## config.mk

```make
export PLATFORM = sky130hd
export DESIGN_NAME = pli_knot_ram
export DESIGN_NICKNAME = d
export VERILOG_FILES = /design/src/rtl/pli_pkg.sv /design/src/rtl/pli_knot_ram.sv
export SDC_FILE = /design/constraint.sdc
export NUM_CORES = 1
export LEC_CHECK = 0
export BUFFER_PORTS_ARGS = -buffer_cell sky130_fd_sc_hd__buf_2
export CAP_MARGIN = 5
export CORE_MARGIN = 1
export CORE_UTILIZATION = 40
export CTS_CLUSTER_SIZE = 14
export DETAILED_ROUTE_END_ITERATION = 7
export PLACE_DENSITY_LB_ADDON = 0.25
export SLEW_MARGIN = 20
export SYNTH_ARGS = -nofsm -noshare
export SYNTH_HDL_FRONTEND = slang
export SYNTH_SLANG_ARGS = --single-unit
```

## constraint.sdc

```tcl
create_clock -name clock -period 15.8 [get_ports clock]
set_input_delay 3.16 -clock clock [delete_from_list [all_inputs] [get_ports clock]]
set_output_delay 3.16 -clock clock [all_outputs]
set_load 0.005 [all_outputs]
```

## src/rtl/pli_pkg.sv

```systemverilog
// Shared types, constants and helpers of the piecewise linear interpolator.
`timescale 1ns / 1ps

package pli_pkg;

   localparam int MAX_KNOTS = 16;
   localparam int FRAC_BITS = 16;
   localparam int IDX_W     = $clog2(MAX_KNOTS);
   localparam int CNT_W     = $clog2(MAX_KNOTS + 1);
   localparam int DATA_W    = 32;
   localparam int DIFF_W    = DATA_W + 1;
   localparam int PROD_W    = 2 * DIFF_W;
   localparam int HALF_W    = (DIFF_W + 1) / 2;
   localparam int STEP_W    = $clog2(PROD_W);
   localparam int CAP_BIT   = 40;
   localparam int TERM_W    = CAP_BIT + 2;
   localparam int VAL_W     = TERM_W + 1;
   localparam int ENTRY_W   = 2 * DATA_W;
   localparam int CSR_AW    = 3;
   localparam int CSR_DW    = 32;

   localparam logic CMD_WRITE = 1'b0;
   localparam logic CMD_QUERY = 1'b1;

   localparam logic CSR_KNOT_COUNT = 1'b0;
   localparam logic CSR_EXTRAP_EN  = 1'b1;

   localparam logic [1:0] REGION_INNER = 2'd0;
   localparam logic [1:0] REGION_BELOW = 2'd1;
   localparam logic [1:0] REGION_ABOVE = 2'd2;
   localparam logic [1:0] REGION_EXACT = 2'd3;

   typedef struct packed {
      logic                     start;
      logic signed [DIFF_W-1:0] dx;
      logic signed [DIFF_W-1:0] dy;
      logic signed [DIFF_W-1:0] t;
   } scale_req_type;

   typedef struct packed {
      logic                     done;
      logic signed [TERM_W-1:0] term;
   } scale_rsp_type;

   function automatic logic signed [DIFF_W-1:0] diff33(input logic [DATA_W-1:0] a,
                                                      input logic [DATA_W-1:0] b);
      diff33 = $signed({a[DATA_W-1], a}) - $signed({b[DATA_W-1], b});
   endfunction

   function automatic logic [DIFF_W-1:0] mag33(input logic signed [DIFF_W-1:0] v);
      mag33 = v[DIFF_W-1] ? DIFF_W'(-v) : DIFF_W'(v);
   endfunction

endpackage

```

## src/rtl/pli_knot_ram.sv

```systemverilog
// Knot table memory: one write port, one registered read port, {x, y} per entry.
`timescale 1ns / 1ps

module pli_knot_ram
   import pli_pkg::*;
(
   input  logic               clock,
   input  logic               wr_en,
   input  logic [IDX_W-1:0]   wr_addr,
   input  logic [ENTRY_W-1:0] wr_data,
   input  logic [IDX_W-1:0]   rd_addr,
   output logic [ENTRY_W-1:0] rd_data
);

   logic [ENTRY_W-1:0] mem [MAX_KNOTS];
   logic [ENTRY_W-1:0] rd_data_ff;

   always_ff @(posedge clock) begin
      if (wr_en) begin
         mem[wr_addr] <= wr_data;
      end
      rd_data_ff <= mem[rd_addr];
   end

   assign rd_data = rd_data_ff;

endmodule

```

Word-level counts from Yosys, hierarchy flattened
Memories as Yosys holds them, arrays and structs flattened. A register that Yosys moved wholly into a read port is not among the register bits.
Cells that the tools add are included.
W data, S select, Z words.
{"block": "op_classes", "n_bitwise": 0, "n_reduce_logical": 0, "n_eq_ne": 0, "order_cmp": 0, "n_addsub": 0, "div_mod_pow": 0, "shift": 0, "n_mul": 0, "muxes": 2}
{"cell": "$mux W1", "n": 2}
{"block": "totals", "n_memories": 1, "out_inout_bits": 64, "regBits": 0, "word_cells": 3, "ram_bits": 1024, "latchBits": 0, "mem_bits_ro": 0, "input_bits": 74}
{"memory": "mem", "depth": 16, "width": 64, "rd": 1, "rd_clocked_by_memory_dff": 1, "wr": 1, "line_no": "pli_knot_ram.sv:15", "rtl": "logic [ENTRY_W-1:0] mem [MAX_KNOTS];"}

Depth between registers and ports, before layout
{"block": "logic_depth", "depth_word": 2, "depth_mapped": 6, "depth_no_buf": 3}

Least setup slack after synthesis
OpenSTA, ideal clock, no wires.
{"block": "synth_timing", "path_type": "in2reg", "from": "input wr_addr[2]", "to": "memory mem[0][0] (netlist bit), enable pin", "setup_ps": 565, "t_required_ps": 15235, "path_stages": 2, "arrival_ps": 8023, "path_buffers": 0, "path_slack_ps": 7211, "path_cell_list": "or3b_2 nor3_1"}
{"item": "start: declaration", "line_no": "pli_knot_ram.sv:9", "rtl": "input logic [IDX_W-1:0] wr_addr,"}
{"item": "end: declaration", "line_no": "pli_knot_ram.sv:15"}
Straight into the memory's write port.

==> impl_metrics.env <==
export IMPL_required_ns=16.35
export IMPL_gp_congestion=0.702
export IMPL_h_tree_depth=3
export IMPL_tritoncts="done"
export IMPL_crit_path_start_kind="input port"
export IMPL_core_area_sq_mm=0.0983
export IMPL_antenna_found_initial=20
export IMPL_maxCapViolCount=0
export IMPL_ir_drop_v=0.0000772
export IMPL_hold_start="mem[14][42]"
export IMPL_clk_root_buffer_cell="clkbuf_16"
export IMPL_maxSlewViolCount=0
export IMPL_hold_class="reg2reg"
export IMPL_ys_top_cells_by_area="edfxtp_1 (78%), mux4_2 (15%), dfxtp_1 (3.2%)"
export IMPL_totalWireLength_mm=91.4
export IMPL_ys_seq_area_frac=0.809
export IMPL_portBuffers=137
export IMPL_status="complete, no violations"
export IMPL_dp_hpwl_mm=43.1
export IMPL_clk_insertion_delay_late_ns=0.67
export IMPL_cts_setup_buffers=0
export IMPL_cp_arrival_ns=6.35
export IMPL_synth_area_per_cell_sq_um=24.0
export IMPL_setup_viol=0
export IMPL_synth_top_area_cell="edfxtp_1"
export IMPL_clk_pin_slew_ns=0.06
export IMPL_rsz0062_at_grt="no"
export IMPL_grt_usage=0.186
export IMPL_drive_gt1_frac=0.313
export IMPL_vias_per_cell=5.56
export IMPL_std_cell_rows=115
export IMPL_grt_pass1_wl_mm=133
export IMPL_overflow=0
export IMPL_area_growth_pct=14.8
export IMPL_final_hold_viol_count=0
export IMPL_ys_flop_type="edfxtp_1"
export IMPL_fin_skew_ns=0.0206
export IMPL_cts_repair_resized=0
export IMPL_dr_pass1_iters=5
export IMPL_io_pins=138
export IMPL_cp_max_fo=104
export IMPL_cts_buffer_depth=3
export IMPL_final_nets=1925
export IMPL_powerDensity_mw_per_mm2=133
export IMPL_worst_slew_pin_slew_ns=1.11
export IMPL_slew_headroom=0.259
export IMPL_hold_end="rd_data[42]"
export IMPL_wl_per_cell_um=28.2
export IMPL_grt_max_degree=105
export IMPL_drt_initial_drc_count=1964
export IMPL_period_needed_ns=5.80
export IMPL_ff2ff_setup_slack_ns=14.44
export IMPL_r2r_cells=3
export IMPL_cts_buffers=111
export IMPL_clock_sinks=1088
export IMPL_die_w_um=317
export IMPL_ys_top_cells_by_count="edfxtp_1 (1024), mux4_2 (256), a22oi_1 (128)"
export IMPL_final_antenna_net_count=0
export IMPL_stdcell_count=3240
export IMPL_fin_crit_sh=0.367
export IMPL_syn_inst=1647
export IMPL_grt_pass1_vias=19100
export IMPL_worstReg2RegStart="mem[11][21]"
export IMPL_syn_cell_area_sq_mm=0.0396
export IMPL_die_area_sq_mm=0.100
export IMPL_synth_most_common_cell="edfxtp_1"
export IMPL_hold_depth=3
export IMPL_dp_cells=3025
export IMPL_synth_async_sr_flop_share=0
export IMPL_fin_tns_setup_ns=0
export IMPL_yosysWarnings=0
export IMPL_start_util=0.403
export IMPL_synth_top_area_frac=0.777
export IMPL_ys_types=18
export IMPL_synth_enable_flop_cells=1024
export IMPL_endpoint_kind="flip-flop"
export IMPL_p_leak_uw=0.0145
export IMPL_r2r_end="rd_data[21]"
export IMPL_crit_type="in2reg"
export IMPL_vias=18000
export IMPL_hold_ws_ns=0.663
export IMPL_synth_net_count=1721
export IMPL_die_h_um=317
export IMPL_synth_seq_cells=1088
export IMPL_clock_fmax_mhz=172
export IMPL_drc=0
export IMPL_ctsHoldBuffers=0
## final cells by class
cell class | instances | area, sq um
Multi-Input combinational cell | 475 | 7230
Clock buffer | 148 | 3030
Clock inverter | 60 | 497
Fill cell | 8126 | 52900
Antenna cell | 7 | 17.5
Tap cell | 1287 | 1610
Sequential cell | 1088 | 32000
Timing Repair Buffer | 175 | 1000
## where the power goes
group          switching, uW  internal (uW)
clock network           1060           1470
registers               22.4           3230
logic                    161            110
total                   1250           4810
## layout by cell type (no fill, tap or decap), types with 7 or more instances in the layout
cell type  instances
buf_4             37
a22oi_1          128
clkbuf_16        115
bufinv_16          8
edfxtp_1        1024
nor2_4            13
dfxtp_1           64
diode_2            7
mux4_2           256
clkinv_2          24
clkbuf_1          30
nand2_1           65
clkinv_1          21
buf_2            135
## sequential cells by signal, summed over array words and instances, names as in the netlist
register / flops
rd_data: 64
mem: 1024
## critical path, stage by stage
cell and delay, ns:
buf_8 0.54, buf_4 0.86, buf_12 0.62, mux4_2 0.61, a22oi_1 0.21, nand2_1 0.09
## per-layer routing
metal / GRT usage / part of all wire
met1: 0.265 / 0.43
met2: 0.299 / 0.48
met3: 0.0331 / 0.063
met4: 0.0469 / 0.019
met5: 0 / 0.0013
## logic make-up after synthesis
| logic type | synth area share |
|---|---|
| buffers and inverters | 0.0114 |
| and+or+nand+nor | 0.00942 |
| DFF | 0.809 |
| muxes | 0.146 |
| AOI/OAI and AO/OA | 0.0243 |
## worst max path at each step
stage,from,end,slack (ns),depth (start not counted)
after global placement,rd_addr[0],rd_data[40],9.18,6
after CTS,rd_addr[0],rd_data[33],9.84,6
after global routing,rd_addr[0],rd_data[36],9.61,6
after detailed placement,rd_addr[0],rd_data[33],9.11,6
final,rd_addr[0],rd_data[32],10.0,6
after floorplan,wr_addr[2],mem[0][0],7.21,2
## metrics by stage
stage | power (uW) | setup slack [ns] | cell area (sq um) | util
final | 6060 | 10.0 | 45400 | 0.462
after global routing | 6240 | 9.61 | 45400 | 0.462
after CTS | 6110 | 9.84 | 45400 | 0.462
after detailed placement | 3590 | 9.11 | 41900 | 0.426
after global placement | 3580 | 9.18 | 41900 | 0.426
after floorplan | 3460 | 7.21 | 39600 | -
Power figures use the tool's default switching activity.
