## config.mk

```make
export PLATFORM = sky130hd
export DESIGN_NAME = pli_scale_unit
export DESIGN_NICKNAME = d
export VERILOG_FILES = /design/src/rtl/pli_pkg.sv /design/src/rtl/pli_scale_unit.sv
export SDC_FILE = /design/constraint.sdc
export NUM_CORES = 2
export LEC_CHECK = 0
export ABC_CLOCK_PERIOD_IN_PS = 16600
export BUFFER_PORTS_ARGS = -buffer_cell sky130_fd_sc_hd__buf_2
export CORE_ASPECT_RATIO = 1.4
export CORE_MARGIN = 4
export CORE_UTILIZATION = 30
export CTS_CLUSTER_DIAMETER = 60
export DETAILED_ROUTE_END_ITERATION = 10
export PLACE_DENSITY = 0.43
export SLEW_MARGIN = 20
export SYNTH_ARGS = -nofsm -noshare
export SYNTH_HDL_FRONTEND = slang
export SYNTH_SLANG_ARGS = --single-unit
export TNS_END_PERCENT = 10
```

## constraint.sdc

```tcl
create_clock -name clock -period 16.6 [get_ports clock]
set_input_delay 3.32 -clock clock [delete_from_list [all_inputs] [get_ports clock]]
set_output_delay 3.32 -clock clock [all_outputs]
set_load 0.02 [all_outputs]
```

## src/rtl/pli_pkg.sv

```systemverilog
// Shared types, constants and helpers of the piecewise linear interpolator.
`timescale 1ns / 1ps

package pli_pkg;

   localparam int MAX_KNOTS = 16;
   localparam int FRAC_BITS = 16;
   localparam int IDX_W     = $clog2(MAX_KNOTS);
   localparam int CNT_W     = $clog2(MAX_KNOTS + 1);
   localparam int DATA_W    = 32;
   localparam int DIFF_W    = DATA_W + 1;
   localparam int PROD_W    = 2 * DIFF_W;
   localparam int HALF_W    = (DIFF_W + 1) / 2;
   localparam int STEP_W    = $clog2(PROD_W);
   localparam int CAP_BIT   = 40;
   localparam int TERM_W    = CAP_BIT + 2;
   localparam int VAL_W     = TERM_W + 1;
   localparam int ENTRY_W   = 2 * DATA_W;
   localparam int CSR_AW    = 3;
   localparam int CSR_DW    = 32;

   localparam logic CMD_WRITE = 1'b0;
   localparam logic CMD_QUERY = 1'b1;

   localparam logic CSR_KNOT_COUNT = 1'b0;
   localparam logic CSR_EXTRAP_EN  = 1'b1;

   localparam logic [1:0] REGION_INNER = 2'd0;
   localparam logic [1:0] REGION_BELOW = 2'd1;
   localparam logic [1:0] REGION_ABOVE = 2'd2;
   localparam logic [1:0] REGION_EXACT = 2'd3;

   typedef struct packed {
      logic                     start;
      logic signed [DIFF_W-1:0] dx;
      logic signed [DIFF_W-1:0] dy;
      logic signed [DIFF_W-1:0] t;
   } scale_req_type;

   typedef struct packed {
      logic                     done;
      logic signed [TERM_W-1:0] term;
   } scale_rsp_type;

   function automatic logic signed [DIFF_W-1:0] diff33(input logic [DATA_W-1:0] a,
                                                      input logic [DATA_W-1:0] b);
      diff33 = $signed({a[DATA_W-1], a}) - $signed({b[DATA_W-1], b});
   endfunction

   function automatic logic [DIFF_W-1:0] mag33(input logic signed [DIFF_W-1:0] v);
      mag33 = v[DIFF_W-1] ? DIFF_W'(-v) : DIFF_W'(v);
   endfunction

endpackage

```

## src/rtl/pli_scale_unit.sv

```systemverilog
// Multi-cycle unit computing trunc(dy * t / dx) with the quotient capped at 2^40.
`timescale 1ns / 1ps

module pli_scale_unit
   import pli_pkg::*;
(
   input  logic          clock,
   input  logic          reset,
   input  scale_req_type req,
   output scale_rsp_type rsp
);

   typedef enum logic [4:0] {
      U_IDLE = 5'b00001,
      U_MUL0 = 5'b00010,
      U_MUL1 = 5'b00100,
      U_DIV  = 5'b01000,
      U_FIN  = 5'b10000
   } ustate_type;

   ustate_type         state_ff, state_in;
   logic [DIFF_W-1:0]  a_ff, a_in, b_ff, b_in, d_ff, d_in;
   logic               neg_ff, neg_in;
   logic [PROD_W-1:0]  prod_ff, prod_in;
   logic [DIFF_W-1:0]  rem_ff, rem_in;
   logic [STEP_W-1:0]  cnt_ff, cnt_in;

   logic [DIFF_W+HALF_W-1:0]   pp_lo;
   logic [PROD_W-HALF_W-1:0]   pp_hi;
   logic [DIFF_W:0]            rem_sh;
   logic                       ge;
   logic                       over;
   logic [CAP_BIT:0]           cap;

   assign pp_lo  = a_ff * b_ff[HALF_W-1:0];
   assign pp_hi  = (PROD_W-HALF_W)'(a_ff * b_ff[DIFF_W-1:HALF_W]);
   assign rem_sh = {rem_ff, prod_ff[PROD_W-1]};
   assign ge     = rem_sh >= {1'b0, d_ff};

   always_comb begin
      state_in = state_ff;
      a_in     = a_ff;
      b_in     = b_ff;
      d_in     = d_ff;
      neg_in   = neg_ff;
      prod_in  = prod_ff;
      rem_in   = rem_ff;
      cnt_in   = cnt_ff;
      case (state_ff)
         U_IDLE: begin
            if (req.start) begin
               a_in     = mag33(req.dy);
               b_in     = mag33(req.t);
               d_in     = req.dx;
               neg_in   = req.dy[DIFF_W-1] ^ req.t[DIFF_W-1];
               state_in = U_MUL0;
            end
         end
         U_MUL0: begin
            prod_in  = PROD_W'(pp_lo);
            state_in = U_MUL1;
         end
         U_MUL1: begin
            prod_in  = prod_ff + {pp_hi, {HALF_W{1'b0}}};
            rem_in   = '0;
            cnt_in   = '0;
            state_in = U_DIV;
         end
         U_DIV: begin
            // Restoring division, one quotient bit per cycle shifted into prod.
            rem_in  = ge ? DIFF_W'(rem_sh - {1'b0, d_ff}) : rem_sh[DIFF_W-1:0];
            prod_in = {prod_ff[PROD_W-2:0], ge};
            cnt_in  = cnt_ff + STEP_W'(1);
            if (cnt_ff == STEP_W'(PROD_W - 1)) begin
               state_in = U_FIN;
            end
         end
         U_FIN: begin
            state_in = U_IDLE;
         end
         default: begin
            state_in = U_IDLE;
         end
      endcase
   end

   always_ff @(posedge clock) begin
      if (reset) begin
         state_ff <= U_IDLE;
      end else begin
         state_ff <= state_in;
      end
      a_ff    <= a_in;
      b_ff    <= b_in;
      d_ff    <= d_in;
      neg_ff  <= neg_in;
      prod_ff <= prod_in;
      rem_ff  <= rem_in;
      cnt_ff  <= cnt_in;
   end

   assign over = (prod_ff[PROD_W-1:CAP_BIT+1] != '0) ||
                 (prod_ff[CAP_BIT] && (prod_ff[CAP_BIT-1:0] != '0));
   assign cap  = over ? {1'b1, {CAP_BIT{1'b0}}} : prod_ff[CAP_BIT:0];

   assign rsp.done = (state_ff == U_FIN);
   assign rsp.term = neg_ff ? -$signed({1'b0, cap}) : $signed({1'b0, cap});

endmodule

```

After elaboration in Yosys (flattened, before gate mapping)
Cells that the tools add are included.
{"block": "word_totals", "out_inout_bits": 43, "in_bits": 102, "regBits": 211, "word_cells": 47}
{"block": "classes", "n_reduce_logical": 8, "n_bitwise": 1, "n_eq_ne": 8, "n_addsub": 6, "n_lt_le_gt_ge": 1, "n_mul": 2, "muxes": 11}
{"operator": "$pmux W66 S3", "count": 1}
{"operator": "$add A66 B66 Y66", "count": 1}
{"operator": "$neg A33 Y33", "count": 2}
{"operator": "$pmux W33 S2", "count": 1}
{"operator": "$mux W32", "count": 2}
{"operator": "$mul A33 B17 Y50", "count": 1}
{"operator": "$mul A33 B16 Y49", "count": 1}
{"operator": "$mux W42", "count": 1}
{"operator": "$neg A41 Y42", "count": 1}
{"operator": "$mux W41", "count": 1}
{"operator": "$reduce_bool A40 Y1", "count": 1}
{"operator": "$ge A34 B33 Y1", "count": 1}
{"operator": "$mux W33", "count": 1}
{"operator": "$sub A33 B33 Y33", "count": 1}
{"operator": "$reduce_bool A25 Y1", "count": 1}
{"operator": "$pmux W5 S4", "count": 1}
{"operator": "$pmux W7 S2", "count": 1}
{"operator": "$mux W5", "count": 2}
{"operator": "$add A7 B1 Y7 const B", "count": 1}
{"operator": "$eq A7 B7 Y1 const B", "count": 1}
{"operator": "$eq A5 B1 Y1 const B", "count": 1}
{"operator": "$eq A5 B2 Y1 const B", "count": 1}
{"operator": "$eq A5 B3 Y1 const B", "count": 1}
{"operator": "$eq A5 B4 Y1 const B", "count": 1}
{"operator": "8 further kinds", "count": 10}

Longest topological paths before layout
{"block": "logic_depth", "ltp_word": 6, "depth_mapped": 39, "ltp_nobuf": 35}

Worst setup path before layout
Ideal clock, no wire load.
{"block": "synth_timing", "path_kind": "register to register", "from": "register b_ff[26]", "to": "register prod_ff[64], data pin", "stages_incl_launch_ff": 37, "setup_slack_ps": 8332, "t_arrival_ps": 8002, "required_time_ps": 16334, "n_path_buf": 3, "setup_ps": 266, "synth_period_minus_slack_ps": 8268, "cell_sequence": "edfxtp_1 clkbuf_1 clkbuf_1 nand2_1 fa_1 inv_1 fa_1 inv_1 fa_1 inv_1 fa_1 fa_1 inv_1 fa_1 inv_1 ha_1 nand4_1 nor4b_1 a211oi_1 a211oi_1 o211ai_1 a31o_2 o311a_1 nor2_1 nor2_1 xnor2_1 ha_1 clkbuf_1 a21o_1 a21o_1 a21o_1 a21o_1 a21oi_1 o21ai_0 a41o_1 xnor2_1 o21ai_1"}
{"block": "synth_via", "elab_chain_len": 3}
{"item": "start, declared", "line": "pli_scale_unit.sv:22", "source": "logic [DIFF_W-1:0] a_ff, a_in, b_ff, b_in, d_ff, d_in;"}
{"item": "start signal, assigned", "line": "pli_scale_unit.sv:94", "source": "b_ff <= b_in;"}
{"item": "$mul A33 B16 Y49", "line": "pli_scale_unit.sv:36", "source": "assign pp_hi = (PROD_W-HALF_W)'(a_ff * b_ff[DIFF_W-1:HALF_W]);"}
{"item": "$add A66 B66 Y66", "line": "pli_scale_unit.sv:64", "source": "prod_in = prod_ff + {pp_hi, {HALF_W{1'b0}}};"}
{"item": "$pmux W66 S3", "line": "pli_scale_unit.sv:49", "source": "case (state_ff)"}
{"item": "via prod_in[64]", "line": "pli_scale_unit.sv:24", "source": "logic [PROD_W-1:0] prod_ff, prod_in;"}
{"item": "end signal, assigned", "line": "pli_scale_unit.sv:97", "source": "prod_ff <= prod_in;"}
{"item": "end, declared", "line": "pli_scale_unit.sv:24"}
The timed path passes the listed nets, and every way through them passes these cells.
A chain may end at the register's enable or synchronous reset.

Worst setup path after layout
Same ends and word-level chain as after synthesis.

==> reports/qor.txt <==
Drt pass-1 iters -> 5
EDFF count, synth -> 206
Status -> finished, final reports clean
Final Util -> 32.92%
Synthesized area per cell -> 8.858 µm²
Hold Slack -> 0.5737 ns
Max Cap Viol -> 0
Post-synth cell types -> 81
Die Ht -> 482.1 µm
TritonCTS clock tree -> built
Fillers -> 16760
RSZ-0062 raised after global routing -> false
Area of the multi-input gates -> 0.03702 mm²
Clock Skew -> 0.02300 ns
Crit path kind -> flop to flop
Rows -> 173
DRC -> 0
Top post-synthesis cells by area -> fa_1, edfxtp_1, ha_1
First-pass GRT wire length -> 243300 µm
GRT Residual Overflow -> 0
Worst min-delay path class -> flop to flop
Post-CTS setup buffers -> 0
DR vias -> 37170
Clock transition at the registers of the reported paths -> 0.06 ns
CTS H-tree depth -> 2
Top FF cell, synth -> edfxtp_1
Most frequent cells in the layout -> inv_1, nand2_1, fa_1, ha_1, and2_1
Final ANT Viol Nets -> 0
RePlAce Congestion -> 0.8691
Async SR Flop Fraction -> 0%
Post-DR vias/cell -> 4.913
Core area -> 0.1591 mm²
Minimum clock period -> 9.259 ns
Post-synthesis sequential area ratio -> 13.05%
Number of top-level pins -> 145
Final number of max-transition violations -> 0
Pin count of the biggest net entering global routing -> 69
Synth top area share -> 37.32%
Final setup fails -> 0
Commonest non-fill, non-tap cell in the layout -> inv_1
Design Area, Final -> 0.05237 mm²
Gate Count Post-Synth -> 5438
Ys Warns -> 0
DP HPWL -> 120300 µm
Final net count -> 6768
Layout area overhead -> 8.723%
Initial antenna violation count -> 5
Post-cts resize count -> 0
Tcrit/Tclk final -> 55.78%
Synthesized cell area -> 0.04817 mm²
Critical Path Most Common Cell -> fa_1
CTS Buffer Depth -> 3
Mapped Nets -> 6770
Final Hold Vio Count -> 0
Post-CTS Hold Buffers -> 0
Tot GR Track Use -> 18.77%
Number of I/O port buffers -> 144
Slowest Stage Delay on Critical Path -> 0.58 ns
CP endpoint kind -> flop
Number of buffers created by CTS -> 37
Placed standard-cell area -> 0.05115 mm²
Slew at the pin closest to its max-slew limit -> 0.9577 ns
Root buf cell -> clkbuf_16
Count of state elements after synthesis -> 211
Clock sink count -> 211
Slowest cell on crit path -> fa_1
WL per Instance -> 20.51 µm
Maximum fanout along the worst path -> 27
Initial Utilization -> 30.28%
Routed WL -> 155200 µm
Initial DRC Count -> 1653
DIE AREA -> 0.1671 mm²
Slew HR -> 35.61%
Req. time, crit path -> 16.94 ns
Worst skew pair latency -> 0.62 ns
Die width -> 346.7 µm
Startpoint Class -> flop
Highest Clock Rate -> 108.0 MHz
Number of global-route vias before repair -> 40680
Yosys top cell by area -> fa_1
Setup TNS -> 0 ns
Seq. cell area -> 0.006286 mm²
R2R setup slack -> 7.34 ns
Critical path arrival -> 9.60 ns
Layout cells sized above 1 -> 5.638%
## cells in the mapped netlist (6+ instances only)
cell type / n
a31o_1: 6
mux2i_1: 28
o31ai_1: 31
and3_1: 20
o21bai_1: 17
o211ai_1: 18
xnor2_1: 149
a221oi_1: 7
o221ai_1: 7
inv_1: 1025
nand3_1: 43
a21o_1: 86
a31oi_1: 21
and2_1: 326
a211oi_1: 20
nor4_1: 23
a21oi_1: 186
or4_1: 15
a311oi_1: 15
a21boi_1: 7
nand2b_1: 24
nand2_1: 967
nor3_1: 38
o21ai_1: 67
fa_1: 898
nor2_1: 168
and4_1: 6
o41ai_1: 13
o21a_1: 25
nand4_1: 28
clkbuf_1: 260
a22oi_1: 17
edfxtp_1: 206
or3_1: 29
nand3b_1: 12
nor2b_1: 15
xor2_1: 97
o21ai_0: 103
ha_1: 332
## sequential cells by signal, summed over array words and instances, names as in the netlist
signal / count
b_ff: 33
d_ff: 33
neg_ff: 1
rem_ff: 33
prod_ff: 66
cnt_ff: 7
state_ff: 5
a_ff: 33
## through the flow
| step | std cells | setup WS, ns |
|---|---|---|
| 2_1_floorplan | 5438 | 8.332 |
| 3_3_place_gp | 7496 | 6.842 |
| 3_5_place_dp | 7497 | 7.394 |
| 4_1_cts | 7563 | 7.290 |
| 5_1_grt | 7564 | 6.673 |
| 6_report | 7566 | 7.341 |
## worst max-delay path, delay by kind of cell, from the launching register on
family / cells / cell delay [ns]
adders and majority gates: 8 / 3.83
AOI/OAI and AO/OA: 13 / 2.85
and+or+nand+nor: 5 / 0.93
buffers and inverters: 4 / 0.59
DFF: 1 / 0.53
xor gates and xnor gates: 2 / 0.27
## path summary, 6_finish.rpt
kind                     from           to  cells past startpoint
setup / recovery     b_ff[26]  prod_ff[64]                     32
hold / removal    state_ff[0]  state_ff[1]                      2
setup reg to reg     b_ff[26]  prod_ff[64]                     32
hold reg to reg   state_ff[0]  state_ff[1]                      2
## cells by family (layout without fill, tap and decap cells)
| logic type | Yosys count | after routing | synth area share, % |
|---|---|---|---|
| mux | 28 | 28 | 0.5819 |
| simple gates | 1735 | 1735 | 16.61 |
| flops | 211 | 211 | 13.05 |
| buf+inv | 1298 | 1323 | 10.14 |
| xor+xnor | 247 | 247 | 4.520 |
| other cells | 0 | 3 | 0 |
| compound gates | 689 | 689 | 9.151 |
| fa+ha+maj | 1230 | 1230 | 45.95 |
## area by class of cell
type	instances	share of cell area [%]
Sequential cell	211	12.00
Inverter	1030	7.383
Clock buffer	41	1.797
Timing Repair Buffer	227	2.580
Multi-Input combinational cell	3929	70.69
Antenna cell	3	0.01434
Clock inverter	25	0.5113
Tap cell	2100	5.017
## routing by layer
layer  wire (µm)  part of all wire, %  GRT usage [%]
met4        5350                  3.4          5.851
met2       81470                   52          34.90
met1       63750                   41          23.02
met5           0                    0              0
met3        4629                  3.0          1.547
Power is left out: the tool's default activity adds up to more than one toggle a clock period on the data nets, which glitch-free logic cannot reach.
